[config.mk]
export PLATFORM = sky130hd
export DESIGN_NAME = multi_channel_motor_speed_ramp_unit_flat
export DESIGN_NICKNAME = d
export VERILOG_FILES = /design/src/hw/rtl/mcsr_pkg.sv /design/src/hw/rtl/mcsr_if.sv /design/src/hw/rtl/multi_channel_motor_speed_ramp_unit.sv /design/src/flat_wrapper.sv
export SDC_FILE = /design/constraint.sdc
export NUM_CORES = 2
export LEC_CHECK = 0
export BUFFER_PORTS_ARGS = -buffer_cell sky130_fd_sc_hd__buf_4
export CORE_UTILIZATION = 35
export DETAILED_ROUTE_END_ITERATION = 8
export PLACE_DENSITY_LB_ADDON = 0.05
export SETUP_SLACK_MARGIN = 0.2
export SLEW_MARGIN = 20
export SYNTH_ARGS = -nofsm -noshare
export SYNTH_HDL_FRONTEND = slang
export SYNTH_SLANG_ARGS = --single-unit
[constraint.sdc]
create_clock -name clk -period 28.5 [get_ports clk]
set_input_delay 8.55 -clock clk [delete_from_list [all_inputs] [get_ports clk]]
set_output_delay 8.55 -clock clk [all_outputs]
set_load 0.1 [all_outputs]
[src/hw/rtl/mcsr_pkg.sv]
// Package for the multi-channel motor speed ramp unit.
// Holds action, mode, status and state codes and the speed helper functions.
// No dependencies.
package mcsr_pkg;

  localparam int CFG_W    = 9;
  localparam int CH_W     = 4;
  localparam int NUM_W    = 40;
  localparam int CIDX_W   = 2;
  localparam int SPD_MAX  = 63;
  localparam int SPD_MIN  = 6;

  typedef enum logic [2:0] {
    A_SET     = 3'd0,
    A_STANDBY = 3'd1,
    A_BRAKE   = 3'd2,
    A_CHANGE  = 3'd3,
    A_RAMP    = 3'd4,
    A_TICK    = 3'd5,
    A_GET     = 3'd6
  } action_t;

  localparam logic [1:0] M_STANDBY = 2'd0;
  localparam logic [1:0] M_FORWARD = 2'd1;
  localparam logic [1:0] M_REVERSE = 2'd2;
  localparam logic [1:0] M_BRAKE   = 2'd3;

  localparam logic [1:0] ST_OK      = 2'd0;
  localparam logic [1:0] ST_BAD_CH  = 2'd1;

  localparam logic [CIDX_W-1:0] R_PRESENT = 2'd0;
  localparam logic [CIDX_W-1:0] R_REVERSE = 2'd1;

  typedef enum logic [3:0] {
    S_IDLE,
    S_READ,
    S_EXEC,
    S_BAD,
    S_SCAN,
    S_TREAD,
    S_TMUL,
    S_TNUM,
    S_TABS,
    S_TDIV,
    S_TWB
  } state_t;

  typedef struct packed {
    logic [1:0] mode;
    logic [5:0] spd;
  } drive_t;

  function automatic logic [5:0] clamp_mag(input logic [7:0] s);
    logic [5:0] m;
    if (s == 8'd0) m = 6'd0;
    else if (s < 8'(SPD_MIN)) m = 6'(SPD_MIN);
    else if (s > 8'(SPD_MAX)) m = 6'(SPD_MAX);
    else m = s[5:0];
    return m;
  endfunction

  function automatic logic is_big(input logic signed [6:0] v);
    return (v >= 7'sd6) || (v <= -7'sd6);
  endfunction

  function automatic logic signed [6:0] sat_add(input logic signed [6:0] s,
                                                input logic signed [7:0] d);
    logic signed [8:0] t;
    logic signed [6:0] r;
    t = 9'(s) + 9'(d);
    if (t > 9'sd63) r = 7'sd63;
    else if (t < -9'sd63) r = -7'sd63;
    else r = t[6:0];
    return r;
  endfunction

  function automatic drive_t drive_of(input logic signed [6:0] v, input logic rb);
    drive_t d;
    logic [6:0] a;
    a = v[6] ? 7'(-v) : 7'(v);
    if (is_big(v)) begin
      d.mode = (v[6] ^ rb) ? M_REVERSE : M_FORWARD;
      d.spd  = a[5:0];
    end else begin
      d.mode = M_STANDBY;
      d.spd  = 6'd0;
    end
    return d;
  endfunction

endpackage

[src/hw/rtl/mcsr_if.sv]
// Channel interfaces of the motor speed ramp unit: command, result, config.
// Depends on mcsr_pkg for field widths.
interface mcsr_in_if;
  logic                       valid;
  logic                       ready;
  logic [2:0]                 action;
  logic [mcsr_pkg::CH_W-1:0]  channel;
  logic                       direction;
  logic [7:0]                 speed;
  logic signed [7:0]          change;
  logic [30:0]                time_amount;
  modport source (output valid, action, channel, direction, speed, change, time_amount,
                  input ready);
  modport sink (input valid, action, channel, direction, speed, change, time_amount,
                output ready);
endinterface

interface mcsr_out_if;
  logic                       valid;
  logic                       ready;
  logic [mcsr_pkg::CH_W-1:0]  out_channel;
  logic                       write_valid;
  logic [1:0]                 drive_mode;
  logic [5:0]                 drive_speed;
  logic [1:0]                 status;
  logic signed [6:0]          speed_now;
  logic                       last;
  modport source (output valid, out_channel, write_valid, drive_mode, drive_speed, status,
                  speed_now, last, input ready);
  modport sink (input valid, out_channel, write_valid, drive_mode, drive_speed, status,
                speed_now, last, output ready);
endinterface

interface mcsr_cfg_if;
  logic                         valid;
  logic                         ready;
  logic [mcsr_pkg::CIDX_W-1:0]  index;
  logic [mcsr_pkg::CFG_W-1:0]   data;
  modport source (output valid, index, data, input ready);
  modport sink (input valid, index, data, output ready);
endinterface

[src/hw/rtl/multi_channel_motor_speed_ramp_unit.sv]
// Top level of the multi-channel motor speed ramp unit.
// Depends on mcsr_pkg and the interfaces in mcsr_if.sv.
//
//  port  dir   carries
//  cmd   sink  action, channel, direction, speed, change, time_amount
//  res   src   out_channel, write_valid, drive_mode, drive_speed, status, speed_now, last
//  cfg   sink  index, data (present_mask, reverse_mask)
//
// A single-channel action is accepted, reads the channel entry, then updates it.
// A tick scans one channel per cycle and stops at each ramping channel: it reads the
// entry, multiplies, adds the remainder, takes the magnitude, divides in the bit-serial
// restoring divider (one quotient bit per cycle) and writes back; a ramp that ends skips the divide.
// Entries never written read as zero; no clearing pass.
// Results stall the sequencer while the output register is full and not taken.
module multi_channel_motor_speed_ramp_unit #(
  parameter int NUM_CHANNELS = 9,
  parameter int TIME_BITS    = 32
) (
  input logic           clk,
  input logic           rst,
  mcsr_in_if.sink       cmd,
  mcsr_out_if.source    res,
  mcsr_cfg_if.sink      cfg
);

  localparam int AW    = (NUM_CHANNELS > 1) ? $clog2(NUM_CHANNELS) : 1;
  localparam int REM_W = TIME_BITS + 1;
  localparam int MW    = 14 + REM_W + TIME_BITS;
  localparam int NW    = mcsr_pkg::NUM_W;
  localparam int CW    = $clog2(NW);
  localparam logic [15:0] CH_MASK = 16'((32'd1 << NUM_CHANNELS) - 1);

  mcsr_pkg::state_t state, state_next;

  logic [mcsr_pkg::CFG_W-1:0] present, reverse;
  logic [15:0] pres16, rev16;
  logic [NUM_CHANNELS-1:0] active, pend;

  logic [MW-1:0] mem [NUM_CHANNELS];
  logic [NUM_CHANNELS-1:0] vld;
  logic [MW-1:0] rdata;
  logic rvld;

  logic [AW-1:0] cur;
  logic [2:0] act_r;
  logic [mcsr_pkg::CH_W-1:0] chn_r;
  logic rev_r;
  logic [7:0] spd_r;
  logic signed [7:0] chg_r;
  logic [30:0] t_r;

  logic [MW-1:0] ent_w, ent;
  logic signed [6:0] e_spd, e_tgt;
  logic signed [REM_W-1:0] e_rem;
  logic [TIME_BITS-1:0] e_tl;
  logic signed [6:0] k_spd, k_tgt;
  logic signed [REM_W-1:0] k_rem;
  logic [TIME_BITS-1:0] k_tl;

  logic fin;
  logic signed [NW-1:0] prod, num;
  logic neg;
  logic [NW-1:0] quo;
  logic [TIME_BITS:0] prem;
  logic [CW-1:0] cnt;

  logic out_v, out_free, ld, we, act_set, act_clr;
  logic [MW-1:0] wdata;
  logic [mcsr_pkg::CH_W-1:0] o_ch;
  logic o_wv, o_last;
  logic [1:0] o_mode, o_st;
  logic [5:0] o_spd;
  logic signed [6:0] o_now;

  logic cmd_ok, rb, tl_gt;
  logic [5:0] m_in;
  logic signed [6:0] v_req, v_new, q8s;
  logic [6:0] qsat;
  mcsr_pkg::drive_t dv;
  logic [TIME_BITS:0] ptry;
  logic [REM_W-1:0] rmag;

  assign pres16 = 16'(present) & CH_MASK;
  assign rev16  = 16'(reverse) & CH_MASK;
  assign cmd_ok = pres16[cmd.channel];
  assign rb     = rev16[4'(cur)];

  assign ent_w = rvld ? rdata : '0;
  assign {e_spd, e_tgt, e_rem, e_tl} = ent_w;
  assign {k_spd, k_tgt, k_rem, k_tl} = ent;

  assign cmd.ready = (state == mcsr_pkg::S_IDLE) && !rst;
  assign cfg.ready = !rst;
  assign out_free  = !out_v || res.ready;
  assign tl_gt     = 32'(e_tl) > 32'(t_r);
  assign m_in      = mcsr_pkg::clamp_mag(spd_r);
  assign v_req     = rev_r ? -7'(signed'({1'b0, m_in})) : 7'(signed'({1'b0, m_in}));
  assign qsat      = (|quo[NW-1:7]) ? 7'd127 : quo[6:0];
  assign q8s       = 7'(0);
  assign ptry      = {prem[TIME_BITS-1:0], quo[NW-1]};
  assign rmag      = REM_W'(prem[TIME_BITS-1:0]);

  always_comb begin
    state_next = state;
    unique case (state)
      mcsr_pkg::S_IDLE: begin
        if (cmd.valid) begin
          if (cmd.action > mcsr_pkg::A_GET) state_next = mcsr_pkg::S_IDLE;
          else if (cmd.action == mcsr_pkg::A_TICK) state_next = mcsr_pkg::S_SCAN;
          else if (!cmd_ok) state_next = mcsr_pkg::S_BAD;
          else state_next = mcsr_pkg::S_READ;
        end
      end
      mcsr_pkg::S_READ:  state_next = mcsr_pkg::S_EXEC;
      mcsr_pkg::S_EXEC:  if (out_free) state_next = mcsr_pkg::S_IDLE;
      mcsr_pkg::S_BAD:   if (out_free) state_next = mcsr_pkg::S_IDLE;
      mcsr_pkg::S_SCAN: begin
        if (pend == '0) state_next = mcsr_pkg::S_IDLE;
        else if (pend[cur]) state_next = mcsr_pkg::S_TREAD;
      end
      mcsr_pkg::S_TREAD: state_next = mcsr_pkg::S_TMUL;
      mcsr_pkg::S_TMUL:  state_next = tl_gt ? mcsr_pkg::S_TNUM : mcsr_pkg::S_TWB;
      mcsr_pkg::S_TNUM:  state_next = mcsr_pkg::S_TABS;
      mcsr_pkg::S_TABS:  state_next = mcsr_pkg::S_TDIV;
      mcsr_pkg::S_TDIV:  if (cnt == CW'(NW - 1)) state_next = mcsr_pkg::S_TWB;
      mcsr_pkg::S_TWB:   if (out_free) state_next = mcsr_pkg::S_SCAN;
      default:           state_next = mcsr_pkg::S_IDLE;
    endcase
  end

  always_comb begin
    ld = 1'b0;
    we = 1'b0;
    act_set = 1'b0;
    act_clr = 1'b0;
    wdata = ent_w;
    o_ch = 4'(cur);
    o_wv = 1'b0;
    o_mode = mcsr_pkg::M_STANDBY;
    o_spd = 6'd0;
    o_st = mcsr_pkg::ST_OK;
    o_now = e_spd;
    o_last = 1'b1;
    v_new = e_spd;
    dv = mcsr_pkg::drive_of(e_spd, rb);
    unique case (state)
      mcsr_pkg::S_BAD: begin
        ld = out_free;
        o_ch = chn_r;
        o_st = mcsr_pkg::ST_BAD_CH;
        o_now = 7'sd0;
      end
      mcsr_pkg::S_EXEC: begin
        ld = out_free;
        case (act_r)
          mcsr_pkg::A_SET, mcsr_pkg::A_CHANGE: begin
            v_new = (act_r == mcsr_pkg::A_SET) ? v_req : mcsr_pkg::sat_add(e_spd, chg_r);
            dv = mcsr_pkg::drive_of(v_new, rb);
            we = out_free;
            act_clr = out_free;
            wdata = {v_new, e_tgt, e_rem, e_tl};
            o_wv = 1'b1;
            o_mode = dv.mode;
            o_spd = dv.spd;
            o_now = v_new;
          end
          mcsr_pkg::A_STANDBY, mcsr_pkg::A_BRAKE: begin
            v_new = mcsr_pkg::is_big(e_spd) ? 7'sd0 : e_spd;
            we = out_free;
            act_clr = out_free;
            wdata = {v_new, e_tgt, e_rem, e_tl};
            o_wv = 1'b1;
            o_mode = (act_r == mcsr_pkg::A_BRAKE) ? mcsr_pkg::M_BRAKE : mcsr_pkg::M_STANDBY;
            o_now = v_new;
          end
          mcsr_pkg::A_RAMP: begin
            we = out_free;
            act_set = out_free;
            wdata = {e_spd, v_req, REM_W'(0), TIME_BITS'(t_r)};
          end
          default: begin
          end
        endcase
      end
      mcsr_pkg::S_TWB: begin
        ld = out_free;
        we = out_free;
        o_last = ((pend & ~(NUM_CHANNELS'(1) << cur)) == '0);
        o_wv = 1'b1;
        if (fin) begin
          v_new = k_tgt;
          act_clr = out_free;
          wdata = {v_new, k_tgt, k_rem, TIME_BITS'(0)};
        end else begin
          v_new = mcsr_pkg::sat_add(k_spd, neg ? -8'(signed'({1'b0, qsat}))
                                               : 8'(signed'({1'b0, qsat})));
          wdata = {v_new, k_tgt, neg ? -rmag : rmag, k_tl - TIME_BITS'(t_r)};
        end
        dv = mcsr_pkg::drive_of(v_new, rb);
        o_mode = dv.mode;
        o_spd = dv.spd;
        o_now = v_new;
      end
      default: begin
      end
    endcase
  end

  always_ff @(posedge clk) begin
    rdata <= mem[cur];
    rvld  <= vld[cur];
    if (we) mem[cur] <= wdata;
  end

  always_ff @(posedge clk) begin
    if (rst) begin
      state   <= mcsr_pkg::S_IDLE;
      present <= mcsr_pkg::CFG_W'(9'h1FF & CH_MASK[8:0]);
      reverse <= '0;
      active  <= '0;
      vld     <= '0;
      out_v   <= 1'b0;
      pend    <= '0;
      cur     <= '0;
    end else begin
      state <= state_next;
      if (cfg.valid) begin
        if (cfg.index == mcsr_pkg::R_PRESENT) present <= cfg.data & CH_MASK[8:0];
        else if (cfg.index == mcsr_pkg::R_REVERSE) reverse <= cfg.data & CH_MASK[8:0];
      end
      if (we) vld[cur] <= 1'b1;
      if (act_set) active[cur] <= 1'b1;
      if (act_clr) active[cur] <= 1'b0;
      if (ld) out_v <= 1'b1;
      else if (res.ready) out_v <= 1'b0;
      if (state == mcsr_pkg::S_IDLE && cmd.valid) begin
        pend <= active & pres16[NUM_CHANNELS-1:0];
        if (cmd.action == mcsr_pkg::A_TICK) cur <= '0;
        else cur <= AW'(cmd.channel);
      end
      if (state == mcsr_pkg::S_SCAN && pend != '0 && !pend[cur]) cur <= cur + 1'b1;
      if (state == mcsr_pkg::S_TWB && out_free) begin
        pend <= pend & ~(NUM_CHANNELS'(1) << cur);
        cur  <= cur + 1'b1;
      end
    end
  end

  always_ff @(posedge clk) begin
    if (state == mcsr_pkg::S_IDLE && cmd.valid) begin
      act_r <= cmd.action;
      chn_r <= cmd.channel;
      rev_r <= cmd.direction;
      spd_r <= cmd.speed;
      chg_r <= cmd.change;
      t_r   <= cmd.time_amount;
    end
    if (state == mcsr_pkg::S_TMUL) begin
      ent  <= ent_w;
      fin  <= !tl_gt;
      prod <= NW'(8'(e_tgt) - 8'(e_spd)) * NW'(signed'({1'b0, t_r}));
    end
    if (state == mcsr_pkg::S_TNUM) num <= prod + NW'(k_rem);
    if (state == mcsr_pkg::S_TABS) begin
      neg  <= num[NW-1];
      quo  <= num[NW-1] ? NW'(-num) : NW'(num);
      prem <= '0;
      cnt  <= '0;
    end
    if (state == mcsr_pkg::S_TDIV) begin
      cnt <= cnt + 1'b1;
      if (ptry >= {1'b0, k_tl}) begin
        prem <= ptry - {1'b0, k_tl};
        quo  <= {quo[NW-2:0], 1'b1};
      end else begin
        prem <= ptry;
        quo  <= {quo[NW-2:0], 1'b0};
      end
    end
    if (ld) begin
      res.out_channel <= o_ch;
      res.write_valid <= o_wv;
      res.drive_mode  <= o_mode;
      res.drive_speed <= o_spd;
      res.status      <= o_st;
      res.speed_now   <= o_now + q8s;
      res.last        <= o_last;
    end
  end

  assign res.valid = out_v;

endmodule
[src/flat_wrapper.sv]
// flat-port wrapper written by rule: the top's interface ports become plain ports
module multi_channel_motor_speed_ramp_unit_flat 
#(
  parameter int NUM_CHANNELS = 9,
  parameter int TIME_BITS    = 32
)
  (clk, rst, cmd_valid, cmd_action, cmd_channel, cmd_direction, cmd_speed, cmd_change, cmd_time_amount, cmd_ready, res_valid, res_out_channel, res_write_valid, res_drive_mode, res_drive_speed, res_status, res_speed_now, res_last, res_ready, cfg_valid, cfg_index, cfg_data, cfg_ready);
  mcsr_in_if cmd_i ();
  mcsr_out_if res_i ();
  mcsr_cfg_if cfg_i ();
  input logic clk;
  input logic rst;
  input wire logic [$bits(cmd_i.valid)-1:0] cmd_valid;
  input wire logic [$bits(cmd_i.action)-1:0] cmd_action;
  input wire logic [$bits(cmd_i.channel)-1:0] cmd_channel;
  input wire logic [$bits(cmd_i.direction)-1:0] cmd_direction;
  input wire logic [$bits(cmd_i.speed)-1:0] cmd_speed;
  input wire logic [$bits(cmd_i.change)-1:0] cmd_change;
  input wire logic [$bits(cmd_i.time_amount)-1:0] cmd_time_amount;
  output wire logic [$bits(cmd_i.ready)-1:0] cmd_ready;
  output wire logic [$bits(res_i.valid)-1:0] res_valid;
  output wire logic [$bits(res_i.out_channel)-1:0] res_out_channel;
  output wire logic [$bits(res_i.write_valid)-1:0] res_write_valid;
  output wire logic [$bits(res_i.drive_mode)-1:0] res_drive_mode;
  output wire logic [$bits(res_i.drive_speed)-1:0] res_drive_speed;
  output wire logic [$bits(res_i.status)-1:0] res_status;
  output wire logic [$bits(res_i.speed_now)-1:0] res_speed_now;
  output wire logic [$bits(res_i.last)-1:0] res_last;
  input wire logic [$bits(res_i.ready)-1:0] res_ready;
  input wire logic [$bits(cfg_i.valid)-1:0] cfg_valid;
  input wire logic [$bits(cfg_i.index)-1:0] cfg_index;
  input wire logic [$bits(cfg_i.data)-1:0] cfg_data;
  output wire logic [$bits(cfg_i.ready)-1:0] cfg_ready;
  assign cmd_i.valid = cmd_valid;
  assign cmd_i.action = cmd_action;
  assign cmd_i.channel = cmd_channel;
  assign cmd_i.direction = cmd_direction;
  assign cmd_i.speed = cmd_speed;
  assign cmd_i.change = cmd_change;
  assign cmd_i.time_amount = cmd_time_amount;
  assign cmd_ready = cmd_i.ready;
  assign res_valid = res_i.valid;
  assign res_out_channel = res_i.out_channel;
  assign res_write_valid = res_i.write_valid;
  assign res_drive_mode = res_i.drive_mode;
  assign res_drive_speed = res_i.drive_speed;
  assign res_status = res_i.status;
  assign res_speed_now = res_i.speed_now;
  assign res_last = res_i.last;
  assign res_i.ready = res_ready;
  assign cfg_i.valid = cfg_valid;
  assign cfg_i.index = cfg_index;
  assign cfg_i.data = cfg_data;
  assign cfg_ready = cfg_i.ready;
  multi_channel_motor_speed_ramp_unit #(.NUM_CHANNELS(NUM_CHANNELS), .TIME_BITS(TIME_BITS)) u_core (.clk(clk), .rst(rst), .cmd(cmd_i), .res(res_i), .cfg(cfg_i));
endmodule
Word level (Yosys, flattened, before mapping)
Memory sizes are Yosys's and may differ from the RTL's. A register that Yosys moved wholly into a read port is not among the register bits.
Index checks and enable logic that the tools add are counted.
Widths: inputs -> output; s select.

cells by class
  add/subtract/negate cells = 14
  $mul = 1
  order comparisons = 18
  eq/ne operators = 22
  shift operators = 1
  mux-type cells = 89
  bitwise gates (word level) = 10
  reduce and logical (&&, ||, !) cells = 35

operators by type and width
  kind                count
  $pmux 79 s3         1
  $mux 79             2
  $pmux 79 s2         1
  $mux 40             3
  $mux 32             3
  $mux 7              12
  $mux 4              14
  $mux 6              8
  $mux 9              5
  $add 40x33->40      1
  $mul 40x32->40      1
  $neg 40->40         1
  $pmux 4 s10         1
  $ge 33x32->1        1
  $mux 33             1
  $neg 32->33         1
  $reduce_or 33->1    1
  $gt 32x31->1        1
  $sub 32x31->32      1
  $sub 32x32->32      1
  $and 9x9->9         3
  $mux 8              3
  $ge 7x4->1 const B  3
  $le 7x4->1 const B  3
  other kinds (58)    118

storage, ports and cells
  bits in registers = 372
  RAM bits = 711
  output and inout port bits = 26
  logic and storage cells = 221
  memories = 1

memory list
  name        words  bits a word  rd ports  clocked after memory_dff  wr ports  line                                       RTL
  u_core.mem  9      79           1         1                         1         multi_channel_motor_speed_ramp_unit.sv:39  logic [MW-1:0] mem [NUM_CHANNELS];

Longest topological paths before layout
  word-level depth = 14
  depth in mapped cells = 32
  depth with buffers taken out = 29

Least setup slack after synthesis
Ideal clock, no wire load.

  kind = input to output
  start = input port rst
  end = output port cmd_ready
  data arrival time = 10.218 ns
  path slack = 9.732 ns
  cell stages on the path = 3
  path buffers = 2
  path through = clkbuf_1 -> buf_1 -> nor2_1

between the ends
  longest elaborated chain between the ends = 2

ends and longest elaborated chain
  what               line                                       RTL
  from (decl)        flat_wrapper.sv:12                         input logic rst;
  $logic_not 1->1    multi_channel_motor_speed_ramp_unit.sv:92  assign cmd.ready = (state == mcsr_pkg::S_IDLE) && !rst;
  $logic_and 1x1->1  multi_channel_motor_speed_ramp_unit.sv:92
  to (decl)          flat_wrapper.sv:20                         output wire logic [$bits(cmd_i.ready)-1:0] cmd_ready;

Every way passes these cells.

Worst setup path in the final report
  start = input port rst
  end = output port cfg_ready

between the ends
  longest elaborated chain between the ends = 1

ends and longest elaborated chain
  what             line                                       RTL
  $logic_not 1->1  multi_channel_motor_speed_ramp_unit.sv:93  assign cfg.ready = !rst;
  to (decl)        flat_wrapper.sv:33                         output wire logic [$bits(cfg_i.ready)-1:0] cfg_ready;

Every way passes these cells.

==> summary.md <==
| Metric | Value |
|---|---|
| Reg2Reg Depth | 29 |
| R2r endpoint | u_core.prod[38] |
| Initial antenna violation count | 10 |
| Crit path cell chain | buf_4 > inv_1 > buf_4 |
| Final Wtd Congestion | 0.8426 |
| Worst reg-to-reg setup slack | 19,060 ps |
| Critical Path RT | 19,950 ps |
| Post-synthesis sequential area ratio | 0.5497 |
| Pwr/cell area | 70.91 nW/µm² |
| Hold Fails Final Rpt | 0 |
| Skew final | 35.95 ps |
| Resize count post-CTS | 0 |
| Flop and latch count out of synthesis | 1,161 |
| Hold path start | u_core.mem[8][5] |
| EDFF count, synth | 1,027 |
| Class of the worst hold path | flop to flop |
| Worst relative slew slack | 0.2516 |
| Syn avg cell area | 12.84 µm² |
| Vias in the first global route | 38,989 |
| # nets final | 5,391 |
| Final worst slack | 10,140 ps |
| GRT Residual Overflow | 0 |
| YS warnings | 0 |
| CTS Buffer Depth | 3 |
| Synth cell types | 82 |
| Placement Setup Slack | 10,120 ps |
| Status | completed |
| Max-cap violation count | 0 |
| Drt initial violations | 2,796 |
| CTS Buf Count | 138 |
| CP endpoint kind | primary output |
| Post-route clock period utilization | 0.6443 |
| Worst path arrival time | 9810 ps |
| DP Wirelength | 119,300 µm |
| Hold Buf Count CTS | 0 |
| Hold path cells | 2 |
| Routed WL | 176,900 µm |
| Setup TNS | 0 ps |
| Core ar. | 172,300 µm² |
| Area of placed instances | 64,670 µm² |
| Crit-path slowest cell | inv_1 |
| # port buffers | 95 |
| Io pins | 97 |
| FF-to-FF Start | u_core.rvld |
| Overall Power | 4918 µW |
| Root Buffer | clkbuf_16 |
| First-pass GRT wire length | 262,800 µm |
| Htree depth | 4 |
| Critical path class | input port to primary output |
| Max incr delay on CP | 600 ps |
| Final Instance Area | 69,360 µm² |
| Post-Syn Instances | 4,749 |
| Tot GR Track Use | 0.2031 |
| Clk pin slew, worst setup/hold paths | 70 ps |
| End point of the worst hold path | u_core.rdata[5] |
| Drt first pass iters | 6 |
| Post-synthesis cell area | 60,990 µm² |
| Unrepaired setup endpoints after global routing | false |
| Final setup vio count | 0 |
| DRC Markers | 0 |
| Tmin final | 18,360 ps |
| Die Y | 419.4 µm |
| Largest net degree at the start of global routing | 100 |
| Slew @ Worst Pin | 1123 ps |
| CTS Sinks | 1,161 |
| Syn nets | 5,262 |
| Clk_lat worst skew | 780 ps |
| Antenna-violating nets left | 0 |
| Most common cell after layout, fill and taps aside | edfxtp_1 |
| Vias per Instance | 5.199 |
| Top delay family on crit path | buffers and inverters |
| Share of post-route cells with drive strength above 1 | 0.1224 |
| Site row count | 152 |
| Worst hold slack | 431.6 ps |
| Max Slew Vio Count | 0 |
| Post-synth top flop | edfxtp_1 |
| Die Wd | 419.4 µm |
| Die Area | 175,900 µm² |
| CTS tree | yes |
| VDD IR max | 0.05550 mV |
| FFs w/ async S/R, synth | 0 |
| Initial Utilization | 0.3539 |
| Leak pwr | 0.02592 µW |
| Worst path bufs/invs | 3 |
| Worst-path maximum fanout | 37 |
| Startpoint types | input port |
| Most frequent cells in the layout | 1,027 x edfxtp_1, 408 x nand2_1, 364 x inv_1 |
| Max Clock Freq | 0.05446 GHz |
| Crit-path most repeated cell | buf_4 |
| WL per Instance | 24.21 µm |
| Crit path from | rst |
| Synthesis-to-layout area growth | 13.73% |
| Post-CTS Setup Bufs | 0 |
| Routed via count | 37,985 |
[sequential cells by signal, indices dropped and copies added (netlist names), 31 cells and up, named ones only]
name and count:
u_core.prod 40, u_core.quo 40, u_core.ent 79, u_core.rdata 79, u_core.mem 711, u_core.t_r 31, u_core.prem 32, u_core.num 40
[cells in the mapped netlist, types with 14 or more instances]
| cell | number | area share |
|---|---|---|
| xor2_1 | 116 | 0.017 |
| o21ai_0 | 317 | 0.026 |
| or4_1 | 15 | 0.0018 |
| o41ai_1 | 14 | 0.0020 |
| xnor2_1 | 98 | 0.014 |
| o21bai_1 | 25 | 0.0031 |
| nor3_1 | 52 | 0.0043 |
| mux4_2 | 166 | 0.061 |
| o31ai_1 | 32 | 0.0039 |
| o22ai_1 | 14 | 0.0014 |
| or3_1 | 18 | 0.0018 |
| edfxtp_1 | 1027 | 0.51 |
| a22o_1 | 38 | 0.0055 |
| nor2b_1 | 27 | 0.0028 |
| inv_1 | 367 | 0.023 |
| mux2i_1 | 131 | 0.022 |
| a211oi_1 | 41 | 0.0050 |
| and3_1 | 23 | 0.0024 |
| clkbuf_1 | 145 | 0.0089 |
| a21oi_1 | 161 | 0.013 |
| nand2b_1 | 22 | 0.0023 |
| nor2_1 | 235 | 0.014 |
| ha_1 | 261 | 0.054 |
| o21a_1 | 34 | 0.0042 |
| and2_1 | 205 | 0.021 |
| nand4_1 | 27 | 0.0028 |
| a31oi_1 | 19 | 0.0019 |
| nor4_1 | 15 | 0.0015 |
| a21o_1 | 76 | 0.0094 |
| o211ai_1 | 20 | 0.0025 |
| fa_1 | 181 | 0.059 |
| nand2_1 | 408 | 0.025 |
| dfxtp_1 | 134 | 0.044 |
| a22oi_1 | 41 | 0.0050 |
| nand3_1 | 51 | 0.0042 |
| buf_1 | 33 | 0.0020 |
[worst min-delay path: stages, from the launching register on]
cell and delay (ps):
edfxtp_1 320, nand2_1 40, o21ai_0 50
[power by group]
part           internal (µW)  switching, µW  total, µW
clock                   1080            728       1810
combinational            423            679       1100
sequential              1950           59.8       2000
[layer usage]
layer  GRT usage  vias up  part of all wire
met5           0        -                 0
met4     0.05147        0             0.023
met3     0.02515      191             0.033
met2      0.3229      686              0.46
met1      0.2932    19294              0.48
li1            -    17814                 -
[stage by stage]
stage | std cells | util
after global routing | 7301 | 0.4025
after detailed placement | 7048 | 0.3753
after floorplan | 4749 | -
after CTS | 7301 | 0.4024
after global placement | 7048 | 0.3752
final | 7306 | 0.4025
[final cells by class]
cell class,instances,area [µm²]
antenna,5,12.51
clock buffer,190,3904
clock inverter,63,769.5
fill,16364,102900
inverter,368,1389
multi-input combinational,3040,25580
sequential,1161,33540
tap,2310,2890
timing repair buffer,169,1281
[worst max path at each step]
stage,to,depth (start not counted)
2_1_floorplan,cmd_ready,3
3_3_place_gp,cfg_ready,3
3_5_place_dp,cfg_ready,3
4_1_cts,cfg_ready,3
5_1_grt,cfg_ready,3
6_report,cfg_ready,3
[cells by family after synthesis]
kind of cell               Yosys count  synth area share
AOI/OAI and AO/OA                  949            0.1001
xor gates and xnor gates           214           0.03073
adders and majority gates          442            0.1130
buffers and inverters              548           0.03381
DFF                               1161            0.5497
muxes                              298           0.08299
other                                1        0.00006149
and+or+nand+nor                   1136           0.08972
(Power assumes the default switching activity.)
